`config.mk`:
```
export PLATFORM = sky130hd
export DESIGN_NAME = cp949_stream_decode_indexer_top_flat
export DESIGN_NICKNAME = d
export VERILOG_FILES = /design/src/hdl/cpdi_pkg.sv /design/src/hdl/cpdi_if.sv /design/src/hdl/cpdi_decode.sv /design/src/hdl/cpdi_result_seq.sv /design/src/hdl/cp949_stream_decode_indexer_top.sv /design/src/flat_wrapper.sv
export SDC_FILE = /design/constraint.sdc
export NUM_CORES = 1
export LEC_CHECK = 0
export ABC_AREA = 1
export BUFFER_PORTS_ARGS = -buffer_cell sky130_fd_sc_hd__buf_2
export CORE_ASPECT_RATIO = 1.25
export CORE_UTILIZATION = 45
export DETAILED_ROUTE_END_ITERATION = 12
export GPL_TIMING_DRIVEN = 0
export SLEW_MARGIN = 10
export SYNTH_ARGS = -nofsm -noshare
export SYNTH_HDL_FRONTEND = slang
export SYNTH_HIERARCHICAL = 1
export SYNTH_SLANG_ARGS = --single-unit
```
`constraint.sdc`:
```
create_clock -name clk -period 7.3 [get_ports clk]
set_input_delay 1.46 -clock clk [delete_from_list [all_inputs] [get_ports clk]]
set_output_delay 1.46 -clock clk [all_outputs]
set_load 0.02 [all_outputs]
```
`src/hdl/cpdi_pkg.sv`:
```
// Shared types and constants for the CP949 stream decoder and table indexer.
package cpdi_pkg;

	// Result kinds.
	localparam logic [1:0] KIND_DIRECT = 2'd0;
	localparam logic [1:0] KIND_HANGUL = 2'd1;
	localparam logic [1:0] KIND_SYMBOL = 2'd2;
	localparam logic [1:0] KIND_HANJA  = 2'd3;

	// Fixed code points and index bases.
	localparam logic [15:0] CP_QUESTION   = 16'h003F;
	localparam logic [15:0] CP_JAMO_BASE  = 16'h3131;
	localparam logic [15:0] ROW_LEN       = 16'd94;
	localparam logic [15:0] EXT_ROW_LEN_A = 16'd178;
	localparam logic [15:0] EXT_ROW_LEN_B = 16'd84;
	localparam logic [15:0] HANGUL_EXT_A  = 16'd2350;
	localparam logic [15:0] HANGUL_EXT_B  = 16'd8046;
	localparam logic [15:0] HANGUL_EXT_C  = 16'd11154;

	// Most results one byte can cause.
	localparam int MAX_RESULTS = 3;

	// One result word.
	typedef struct packed {
		logic [1:0]  kind;
		logic [15:0] value;
		logic        last;
	} result_t;

	// All results caused by one byte, in order.
	typedef struct packed {
		logic [1:0]                  count;
		result_t [MAX_RESULTS-1:0]   res;
	} batch_t;

endpackage

```
`src/hdl/cpdi_if.sv`:
```
// Stream interfaces for the byte input channel and the result output channel.
interface cpdi_in_if;
	logic       valid;
	logic       ready;
	logic [7:0] data_byte;
	logic       end_of_string;

	modport source (output valid, output data_byte, output end_of_string, input ready);
	modport sink (input valid, input data_byte, input end_of_string, output ready);
endinterface

interface cpdi_out_if;
	logic        valid;
	logic        ready;
	logic [1:0]  kind;
	logic [15:0] value;
	logic        last;

	modport source (output valid, output kind, output value, output last, input ready);
	modport sink (input valid, input kind, input value, input last, output ready);
endinterface

```
`src/hdl/cpdi_decode.sv`:
```
// Combinational decode of one byte against the held lead byte into a result batch.
module cpdi_decode (
	input  logic                 lead_pending,
	input  logic [7:0]           lead_value,
	input  logic [7:0]           data_byte,
	input  logic                 end_of_string,
	output cpdi_pkg::batch_t     batch,
	output logic                 hold_lead
);

	logic        std_trail;
	logic        ext_ok;
	logic [7:0]  ext_pos;
	logic        pair_ok;
	logic [1:0]  pair_kind;
	logic [15:0] pair_value;
	logic [15:0] trail_std;
	logic [1:0]  n;
	logic        fresh;
	logic        ended;
	logic        hold;

	// Trail classification and compact position in the extended ranges.
	always_comb begin
		std_trail = (data_byte >= 8'hA1) && (data_byte <= 8'hFE);
		trail_std = 16'(data_byte - 8'hA1);
		ext_ok    = 1'b1;
		if ((data_byte >= 8'h41) && (data_byte <= 8'h5A)) begin
			ext_pos = data_byte - 8'h41;
		end else if ((data_byte >= 8'h61) && (data_byte <= 8'h7A)) begin
			ext_pos = data_byte - 8'h47;
		end else if ((data_byte >= 8'h81) && (data_byte <= 8'hFE)) begin
			ext_pos = data_byte - 8'h4D;
		end else begin
			ext_pos = 8'd0;
			ext_ok  = 1'b0;
		end
	end

	// Pair mapping, checked in priority order.
	always_comb begin
		pair_ok    = 1'b1;
		pair_kind  = cpdi_pkg::KIND_HANGUL;
		pair_value = 16'd0;
		if ((lead_value == 8'hA4) && std_trail && (data_byte <= 8'hD3)) begin
			pair_kind  = cpdi_pkg::KIND_DIRECT;
			pair_value = cpdi_pkg::CP_JAMO_BASE + trail_std;
		end else if ((lead_value >= 8'hB0) && (lead_value <= 8'hC8) && std_trail) begin
			pair_value = 16'(lead_value - 8'hB0) * cpdi_pkg::ROW_LEN + trail_std;
		end else if ((lead_value >= 8'h81) && (lead_value <= 8'hA0) && ext_ok) begin
			pair_value = cpdi_pkg::HANGUL_EXT_A
				+ 16'(lead_value - 8'h81) * cpdi_pkg::EXT_ROW_LEN_A + 16'(ext_pos);
		end else if ((lead_value >= 8'hA1) && (lead_value <= 8'hC5) && ext_ok
				&& (data_byte <= 8'hA0)) begin
			pair_value = cpdi_pkg::HANGUL_EXT_B
				+ 16'(lead_value - 8'hA1) * cpdi_pkg::EXT_ROW_LEN_B + 16'(ext_pos);
		end else if ((lead_value == 8'hC6) && (data_byte >= 8'h41) && (data_byte <= 8'h52)) begin
			pair_value = cpdi_pkg::HANGUL_EXT_C + 16'(data_byte - 8'h41);
		end else if ((lead_value >= 8'hA1) && (lead_value <= 8'hAC) && std_trail) begin
			pair_kind  = cpdi_pkg::KIND_SYMBOL;
			pair_value = 16'(lead_value - 8'hA1) * cpdi_pkg::ROW_LEN + trail_std;
		end else if ((lead_value >= 8'hCA) && (lead_value <= 8'hFD) && std_trail) begin
			pair_kind  = cpdi_pkg::KIND_HANJA;
			pair_value = 16'(lead_value - 8'hCA) * cpdi_pkg::ROW_LEN + trail_std;
		end else begin
			pair_ok = 1'b0;
		end
	end

	// Build the ordered list of results for this byte.
	always_comb begin
		batch = '0;
		n     = 2'd0;
		fresh = !lead_pending;
		ended = 1'b0;
		hold  = 1'b0;
		// A held lead byte is paired with this byte first.
		if (lead_pending) begin
			if (pair_ok) begin
				batch.res[n] = '{kind: pair_kind, value: pair_value, last: 1'b0};
			end else begin
				batch.res[n] = '{kind: cpdi_pkg::KIND_DIRECT, value: cpdi_pkg::CP_QUESTION,
					last: 1'b0};
				fresh = 1'b1;
			end
			n = n + 2'd1;
		end
		// The byte taken on its own: terminator, ASCII or a new lead.
		if (fresh) begin
			if (data_byte == 8'h00) begin
				batch.res[n] = '{kind: cpdi_pkg::KIND_DIRECT, value: 16'd0, last: 1'b1};
				n     = n + 2'd1;
				ended = 1'b1;
			end else if (!data_byte[7]) begin
				batch.res[n] = '{kind: cpdi_pkg::KIND_DIRECT, value: 16'(data_byte),
					last: 1'b0};
				n = n + 2'd1;
			end else begin
				hold = 1'b1;
			end
		end
		// End of string flushes a dangling lead and closes the string.
		if (end_of_string && !ended) begin
			if (hold) begin
				batch.res[n] = '{kind: cpdi_pkg::KIND_DIRECT, value: cpdi_pkg::CP_QUESTION,
					last: 1'b0};
				n    = n + 2'd1;
				hold = 1'b0;
			end
			batch.res[n] = '{kind: cpdi_pkg::KIND_DIRECT, value: 16'd0, last: 1'b1};
			n = n + 2'd1;
		end
		batch.count = n;
		hold_lead   = hold;
	end

endmodule

```
`src/hdl/cpdi_result_seq.sv`:
```
// Result register that holds one batch and hands out one word per ready cycle.
module cpdi_result_seq (
	input  logic                  clk,
	input  logic                  arst_n,
	input  logic                  load,
	input  cpdi_pkg::batch_t      batch,
	output logic                  load_ok,
	cpdi_out_if.source            result
);

	cpdi_pkg::result_t [cpdi_pkg::MAX_RESULTS-1:0] res_q;
	logic [1:0]        cnt_q;
	logic [1:0]        idx_q;
	cpdi_pkg::result_t cur;
	logic              final_take;

	// Words still waiting in the batch.
	assign result.valid = (idx_q != cnt_q);
	assign final_take   = result.valid && result.ready && (idx_q == cnt_q - 2'd1);
	assign load_ok      = !result.valid || final_take;

	// Select the current word.
	always_comb begin
		case (idx_q)
			2'd0:    cur = res_q[0];
			2'd1:    cur = res_q[1];
			2'd2:    cur = res_q[2];
			default: cur = res_q[0];
		endcase
	end

	assign result.kind  = cur.kind;
	assign result.value = cur.value;
	assign result.last  = cur.last;

	// Batch payload.
	always_ff @(posedge clk) begin
		if (load) begin
			res_q <= batch.res;
		end
	end

	// Count and read position.
	always_ff @(posedge clk or negedge arst_n) begin
		if (!arst_n) begin
			cnt_q <= 2'd0;
			idx_q <= 2'd0;
		end else if (load) begin
			cnt_q <= batch.count;
			idx_q <= 2'd0;
		end else if (result.valid && result.ready) begin
			idx_q <= idx_q + 2'd1;
		end
	end

	// The read position never passes the count.
	a_idx_bound: assert property (@(posedge clk) disable iff (!arst_n)
		idx_q <= cnt_q) else $error("read position beyond batch count");

	// A terminating word is always the final word of its batch.
	a_last_final: assert property (@(posedge clk) disable iff (!arst_n)
		result.valid && result.last |-> idx_q == cnt_q - 2'd1)
		else $error("terminator is not the final word of its batch");

	// A batch with no words leaves the output idle.
	a_empty_batch: assert property (@(posedge clk) disable iff (!arst_n)
		load && batch.count == 2'd0 |=> !result.valid)
		else $error("empty batch produced output");

endmodule

```
`src/hdl/cp949_stream_decode_indexer_top.sv`:
```
// Top level of the CP949 stream decoder and mapping-table indexer.
//
// Usage: CP949 bytes enter on the stream channel, one word per byte, with
// end_of_string marking the last byte of a string of given length. Results
// leave on the result channel: kind 0 is a direct code point, kinds 1 to 3
// are indices into the Hangul, symbol and Hanja mapping tables; last marks
// the terminating zero of a string.
// Each byte causes zero to three result words. Its results are decoded in
// the cycle it is accepted and appear in the cycle after, one word per cycle
// while the receiver is ready. A byte is accepted in every cycle while each
// byte yields at most one word; a byte that yields more words occupies the
// result register until its final word is taken, and the next byte is
// accepted in that same cycle. A lead byte with nothing to emit is accepted
// with no output. When the receiver stalls, the current word holds and
// input is refused once the batch register is full. Reset clears the held
// lead byte and empties the result register; nothing is pending afterwards.
module cp949_stream_decode_indexer_top (
	input  logic        clk,
	input  logic        arst_n,
	cpdi_in_if.sink     stream,
	cpdi_out_if.source  result
);

	logic             lead_pending_q;
	logic [7:0]       lead_value_q;
	cpdi_pkg::batch_t batch;
	logic             hold_lead;
	logic             load_ok;
	logic             accept;

	assign stream.ready = load_ok;
	assign accept       = stream.valid && load_ok;

	// Decode of the incoming byte.
	cpdi_decode u_decode (
		.lead_pending  (lead_pending_q),
		.lead_value    (lead_value_q),
		.data_byte     (stream.data_byte),
		.end_of_string (stream.end_of_string),
		.batch         (batch),
		.hold_lead     (hold_lead)
	);

	// Result register and output sequencing.
	cpdi_result_seq u_seq (
		.clk     (clk),
		.arst_n  (arst_n),
		.load    (accept),
		.batch   (batch),
		.load_ok (load_ok),
		.result  (result)
	);

	// Held lead byte.
	always_ff @(posedge clk or negedge arst_n) begin
		if (!arst_n) begin
			lead_pending_q <= 1'b0;
			lead_value_q   <= 8'd0;
		end else if (accept) begin
			lead_pending_q <= hold_lead;
			lead_value_q   <= stream.data_byte;
		end
	end

	// A string end always drops the held lead byte.
	a_eos_clears: assert property (@(posedge clk) disable iff (!arst_n)
		accept && stream.end_of_string |=> !lead_pending_q)
		else $error("lead byte survived end of string");

endmodule

```
`src/flat_wrapper.sv`:
```
// flat-port wrapper written by rule: the top's interface ports become plain ports
module cp949_stream_decode_indexer_top_flat 
  (clk, arst_n, stream_valid, stream_data_byte, stream_end_of_string, stream_ready, result_valid, result_kind, result_value, result_last, result_ready);
  cpdi_in_if stream_i ();
  cpdi_out_if result_i ();
  input  logic clk;
  input  logic arst_n;
  input wire logic [$bits(stream_i.valid)-1:0] stream_valid;
  input wire logic [$bits(stream_i.data_byte)-1:0] stream_data_byte;
  input wire logic [$bits(stream_i.end_of_string)-1:0] stream_end_of_string;
  output wire logic [$bits(stream_i.ready)-1:0] stream_ready;
  output wire logic [$bits(result_i.valid)-1:0] result_valid;
  output wire logic [$bits(result_i.kind)-1:0] result_kind;
  output wire logic [$bits(result_i.value)-1:0] result_value;
  output wire logic [$bits(result_i.last)-1:0] result_last;
  input wire logic [$bits(result_i.ready)-1:0] result_ready;
  assign stream_i.valid = stream_valid;
  assign stream_i.data_byte = stream_data_byte;
  assign stream_i.end_of_string = stream_end_of_string;
  assign stream_ready = stream_i.ready;
  assign result_valid = result_i.valid;
  assign result_kind = result_i.kind;
  assign result_value = result_i.value;
  assign result_last = result_i.last;
  assign result_i.ready = result_ready;
  cp949_stream_decode_indexer_top u_core (.clk(clk), .arst_n(arst_n), .stream(stream_i), .result(result_i));
endmodule
```
==> results of run 1 <==
==> placed cells by master (no fill, tap or decap), types with 4 or more instances in the layout <==
cell type	synthesis	routed
buf_2	13	45
o211ai_1	12	12
o21ai_0	92	87
a21oi_1	185	183
buf_6	7	7
a31oi_1	13	13
edfxtp_1	57	57
fa_1	77	77
conb_1	1	22
nand3_2	7	7
xor2_1	90	88
xnor2_1	41	41
o21ai_1	19	23
a21o_1	13	13
clkbuf_16	0	9
or2_1	5	5
nor3_1	17	17
buf_4	33	51
nand2_2	17	20
nor2_1	129	128
o21bai_1	14	14
nand4_1	28	28
nand2_1	425	420
clkinvlp_4	0	4
nand2_4	4	6
ha_1	234	232
inv_2	27	27
dfrtp_4	0	4
dfrtp_1	13	8
inv_1	387	382
nand3_1	136	136
or2_2	5	5
clkbuf_1	3	5
nor2_2	6	7
o31ai_1	4	4
==> flip-flops by register name, summed over array words and instances (netlist names) <==
register and flops:
u_core/u_seq/cnt_q 2, u_core/lead_value_q 8, u_core/u_seq/res_q 57, u_core/lead_pending_q 1
u_core/u_seq/idx_q 2
==> per-stage QoR <==
step	cells	hold WS, ns	setup slack, ns
global placement	2637	0.5612	-1.304
CTS	2653	0.5804	0.004934
detailed placement	2638	0.5728	-1.283
floorplan	2182	0.5133	0.7945
finish	2671	0.5806	0.4259
global route	2671	0.6226	0.01139
==> routing by layer <==
layer / wire [µm] / share of wire / GRT usage / vias up
met2: 21820 / 0.50 / 0.4688 / 283
met5: 0 / 0 / 0 / -
met3: 1434 / 0.033 / 0.02283 / 94
met4: 2569 / 0.059 / 0.1485 / 0
met1: 18060 / 0.41 / 0.2959 / 6434
li1: - / - / - / 7132
==> critical path, delay by kind of cell (launching register included) <==
| family | cells | cell delay [ns] |
|---|---|---|
| flip-flops | 1 | 0.53 |
| XOR/XNOR | 3 | 0.52 |
| buffers and inverters | 6 | 0.57 |
| AO/OA/AOI/OAI | 7 | 1.22 |
| AND/OR/NAND/NOR | 11 | 1.38 |
| adder cells (fa/ha/maj) | 6 | 2.38 |
==> kinds of logic (layout without fill, tap and decap cells) <==
| logic type | after synthesis | in the layout | synth area share |
|---|---|---|---|
| other | 1 | 22 | 0.0002450 |
| buffers and inverters | 472 | 538 | 0.1285 |
| muxes | 4 | 4 | 0.002861 |
| AOI/OAI and AO/OA | 378 | 378 | 0.1379 |
| adders and majority gates | 311 | 311 | 0.2919 |
| xor gates and xnor gates | 133 | 133 | 0.07707 |
| and+or+nand+nor | 792 | 792 | 0.2284 |
| DFF | 70 | 70 | 0.1331 |
==> cell type report <==
cell class	count	area, µm²	share of cell area
clock inverter	3	13.76	0.0008295
timing repair inverter	1	5.005	0.0003016
inverter	416	1582	0.09532
multi-input combinational	1640	11460	0.6906
sequential	70	2053	0.1237
clock buffer	11	232.7	0.01403
timing repair buffer	51	315.3	0.01900
buffer	56	402.9	0.02428
tap	423	529.3	0.03190
==> what timing repair did <==
| action | in CTS | in global routing |
|---|---|---|
| gates cloned | 0 | 1 |
| setup endpoints to repair | 10 | 4 |
| resized for setup | 18 | 19 |
| buffers inserted | 1 | 17 |
==> worst min path at each step <==
stage,endpoint,slack (ns)
6_report,u_core/u_seq/cnt_q[1],0.58
5_1_grt,u_core/lead_value_q[5],0.62
4_1_cts,u_core/u_seq/cnt_q[1],0.58
3_5_place_dp,u_core/u_seq/cnt_q[1],0.57
3_3_place_gp,u_core/u_seq/idx_q[1],0.56
2_1_floorplan,u_core/u_seq/idx_q[1],0.51
==> results.txt, run 1 <==
core area = 33,500 µm²
Synth top cells by count = nand2_1 (425), inv_1 (387), ha_1 (234)
Die H = 208.2 µm
Crit path arrival time = 6.94 ns
I/O Pins = 34
first-pass iteration count of the detailed router = 5
Starting Density = 0.4570
Setup Viol. Count Final = 0
DP Wirelength = 37.15 mm
HP Start = u_core/u_seq/cnt_q[1]
area delta synth->final = 8.386%
routed wire length per instance = 16.43 µm
TritonCTS clock tree = done
Worst Hold Depth = 2
vias in the first global route = 13.88k
fmax = 145.5 MHz
Fin. Hold Viols = 0
FILL cells = 3,437
Post-Syn Area = 15,310 µm²
post-place instance area = 16,100 µm²
average cell area after synthesis = 7.084 µm²
period utilisation layout = 0.9417
Cell variety after synth = 59
antenna-violating nets left = 0
Iter 0 DRT Violations = 710
slowest cell on the critical path = fa_1
cell repeated most along the worst path = nand2_1
gpl congestion = 0.9853
Routed Wire Length = 43.89 mm
max_cap viols = 0
Bufs on Longest Clock Path = 2
RSZ-0062 raised after global routing = false
H-tree Lvls = 3
via count = 13.94k
clock latency at the later pin of the worst-skew pair = 0.34 ns
chip width = 167.0 µm
sequential share of the synthesized area = 0.1331
share of layout cells above drive strength 1 = 0.1014
maximum number of pins on one net before global-route repair = 42
Critical Path Start = u_core/lead_value_q[0]
Finished Cell Area = 16,590 µm²
first-pass GRT wire length = 70.84 mm
R2R setup slack = 0.43 ns
Pins Over Slew Limit = 0
crit-path max FO = 10
fraction of registers with async set/reset = 0.1857
Clk pin slew, worst setup/hold paths = 0.05 ns
# port buffers = 32
Final Util = 0.4953
antenna violations before repair = 0
final clock skew = 0.003963 ns
post-synth top area share = 0.1913
crit path to = u_core/u_seq/res_q[15]
Worst Reg-to-Reg Cells = 33
CP endpoint kind = flop
CP max stage delay = 0.54 ns
crit path kind = reg -> reg
register bit total from synthesis = 70
Hold/Removal Path Class = reg -> reg
Post-Synthesis Cells = 2,161
outcome = finished clean
Root Driver = clkbuf_16
fin nets = 2,569
setup TNS = 0 ns
Post-route DRC = 0
most common cell in the netlist = nand2_1
ant diodes = 0
Total GRT Usage = 0.2586
TritonCTS Buffers = 9
relative slew slack = 0.4262
grt total ovfl = 0
Hold-fix buffers, CTS = 0
Worst Path Required = 7.37 ns
Site Rows = 75
vias per std cell = 5.220
EDFF count, synth = 57
Synth area leader = ha_1
CTS sink count = 70
ys flop type = edfxtp_1
post-route minimum period = 6.874 ns
Die ar. = 34,760 µm²
warnings from Yosys = 6
Critical Path Source Type = flop
Tightest Pin Transition = 0.8546 ns
Reg2Reg Capture Point = u_core/u_seq/res_q[15]
worst reg2reg startpoint = u_core/lead_value_q[0]
top post-synthesis cells by area = ha_1 (19%), edfxtp_1 (11%), nand2_1 (10%)
Power of run 1 is not shown: default switching activity piles up to over one toggle a cycle in this logic, so the estimate is an artifact.
==> inputs of run 2 (changes only) <==
--- a/config.mk
+++ b/config.mk
@@ -11,6 +11,7 @@
 export CORE_UTILIZATION = 45
 export DETAILED_ROUTE_END_ITERATION = 12
 export GPL_TIMING_DRIVEN = 0
+export RECOVER_POWER = 25
 export SLEW_MARGIN = 10
 export SYNTH_ARGS = -nofsm -noshare
 export SYNTH_HDL_FRONTEND = slang
==> run 2 against run 1 <==
Compared with the run above: routed wire length about the same; critical path depth unchanged; die area did not move; worst hold slack worse by 0.0014 ns; highest routed layer unchanged; global-route usage did not move; utilization decreased by 0.078 points.
==> results.txt, run 2 (synthesized netlist as in run 1, its figures left out) <==
first-pass GRT wire length = 70.84 mm (unchanged)
Bufs on Longest Clock Path = 2 (unchanged)
Clk pin slew, worst setup/hold paths = 0.05 ns (about the same)
most common cell after layout, fill and taps aside = nand2_1 (unchanged)
slowest cell on the critical path = fa_1 (unchanged)
cell repeated most along the worst path = nand2_1 (unchanged)
Site Rows = 75 (unchanged)
Finished Layout Cells = 2,671 (unchanged)
H-tree Lvls = 3 (unchanged)
outcome = finished clean (unchanged)
gpl congestion = 0.9853 (unchanged)
final clock skew = 0.003501 ns (was 0.003963 ns)
crit path kind = reg -> reg (unchanged)
Fin. Hold Viols = 0 (unchanged)
Worst Reg-to-Reg Cells = 33 (unchanged)
routed wire length per instance = 16.45 µm (was 16.43 µm)
RSZ-0062 raised after global routing = false (unchanged)
Cells after DPL = 2,638 (unchanged)
Die H = 208.2 µm (unchanged)
FILL cells = 3,440 (was 3,437)
crit-path max FO = 10 (unchanged)
Hold-fix buffers, CTS = 0 (unchanged)
Critical Path Source Type = flop (unchanged)
vias in the first global route = 13.88k (unchanged)
Final Util = 0.4945 (was 0.4953)
grt total ovfl = 0 (unchanged)
first-pass iteration count of the detailed router = 5 (unchanged)
max reg flops = 57 (unchanged)
via count = 13.94k (unchanged)
Die ar. = 34,760 µm² (unchanged)
period utilisation layout = 0.9395 (was 0.9417)
Iter 0 DRT Violations = 691 (was 710)
TritonCTS clock tree = done (unchanged)
Reg2Reg Capture Point = u_core/u_seq/res_q[15] (unchanged)
Total GRT Usage = 0.2586 (unchanged)
Post-Place Setup Slack = -1.283 ns (unchanged)
Setup Viol. Count Final = 0 (unchanged)
Post-route DRC = 0 (unchanged)
post-route minimum period = 6.859 ns (was 6.874 ns)
CTS sink count = 70 (unchanged)
Pins Over Slew Limit = 0 (unchanged)
Tightest Pin Transition = 0.8536 ns (was 0.8546 ns)
chip width = 167.0 µm (unchanged)
antenna violations before repair = 0 (unchanged)
crit path to = u_core/u_seq/res_q[15] (unchanged)
most frequent cells in the layout = nand2_1 (421), inv_1 (383), ha_1 (232) (was nand2_1 (420), inv_1 (382), ha_1 (232))
Starting Density = 0.4570 (unchanged)
area delta synth->final = 8.214% (was 8.386%)
hold slack = 0.5792 ns (was 0.5806 ns)
clock latency at the later pin of the worst-skew pair = 0.34 ns (about the same)
ant diodes = 0 (unchanged)
R2R setup slack = 0.44 ns (was 0.43 ns)
maximum number of pins on one net before global-route repair = 42 (unchanged)
Hold/Removal Path Class = reg -> reg (unchanged)
Critical Path Start = u_core/lead_value_q[0] (unchanged)
relative slew slack = 0.4269 (was 0.4262)
Top reg by flops = u_core/u_seq/res_q (unchanged)
worst reg2reg startpoint = u_core/lead_value_q[0] (unchanged)
fin worst setup slack = 0.4413 ns (was 0.4259 ns)
# port buffers = 32 (unchanged)
Worst Hold Depth = 2 (unchanged)
vias per std cell = 5.220 (unchanged)
max_cap viols = 0 (unchanged)
Root Driver = clkbuf_16 (unchanged)
Worst Path Required = 7.37 ns (about the same)
CP endpoint kind = flop (unchanged)
top flop regs = u_core/u_seq/res_q (57), u_core/lead_value_q (8) (unchanged)
fmax = 145.8 MHz (was 145.5 MHz)
DP Wirelength = 37.15 mm (unchanged)
core area = 33,500 µm² (unchanged)
antenna-violating nets left = 0 (unchanged)
fin nets = 2,569 (unchanged)
TritonCTS Buffers = 9 (unchanged)
CP max stage delay = 0.54 ns (about the same)
Crit path arrival time = 6.93 ns (was 6.94 ns)
I/O Pins = 34 (unchanged)
Routed Wire Length = 43.93 mm (was 43.89 mm)
share of layout cells above drive strength 1 = 0.09920 (was 0.1014)
## run 2: through the flow
step	area (µm²)	setup TNS [ns]
2_1_floorplan	15390	0
3_3_place_gp	16080	-7.658
3_5_place_dp	16100	-7.595
4_1_cts	16410	0
5_1_grt	16570	0
6_report	16570	0
## run 2: how the worst min path moves through the flow
stage / startpoint / endpoint / slack (ns)
global route: u_core/lead_value_q[5] / u_core/lead_value_q[5] / 0.63
detailed placement: u_core/u_seq/cnt_q[1] / u_core/u_seq/cnt_q[1] / 0.57
floorplan: u_core/u_seq/idx_q[1] / u_core/u_seq/idx_q[1] / 0.51
finish: u_core/u_seq/cnt_q[1] / u_core/u_seq/cnt_q[1] / 0.58
CTS: u_core/u_seq/cnt_q[1] / u_core/u_seq/cnt_q[1] / 0.58
global placement: u_core/u_seq/idx_q[1] / u_core/u_seq/idx_q[1] / 0.56
## run 2: layout make-up
cell class                 instances  area [µm²]  share of cell area
tap                              423       529.3             0.03195
inverter                         416        1582             0.09547
multi-input combinational       1640       11440              0.6907
timing repair buffer              51       312.8             0.01888
timing repair inverter             1       5.005           0.0003021
clock inverter                     3       13.76           0.0008308
sequential                        70        2053              0.1239
clock buffer                      11       232.7             0.01405
buffer                            56       395.4             0.02387
## run 2: critical path: cells and delay by family, from the launching register on
kind            cells  cell delay, ns
xor+xnor            3            0.52
simple gates       11            1.38
compound gates      7            1.22
flops               1            0.52
fa+ha+maj           6            2.38
buf+inv             6            0.57
## run 2: timing repair
item                       in CTS  in global routing
setup endpoints to repair      10                  4
cloned                          0                  1
buffers inserted                1                 17
resized for setup              18                 19
hold endpoints to repair        0                  0
## run 2: layer usage
metal	up-vias	part of all wire	track usage
met2	285	0.50	0.4688
li1	7123	-	-
met3	92	0.032	0.02283
met4	0	0.058	0.1485
met1	6443	0.41	0.2959
met5	-	0	0
Power of run 2 is left out for the same reason.
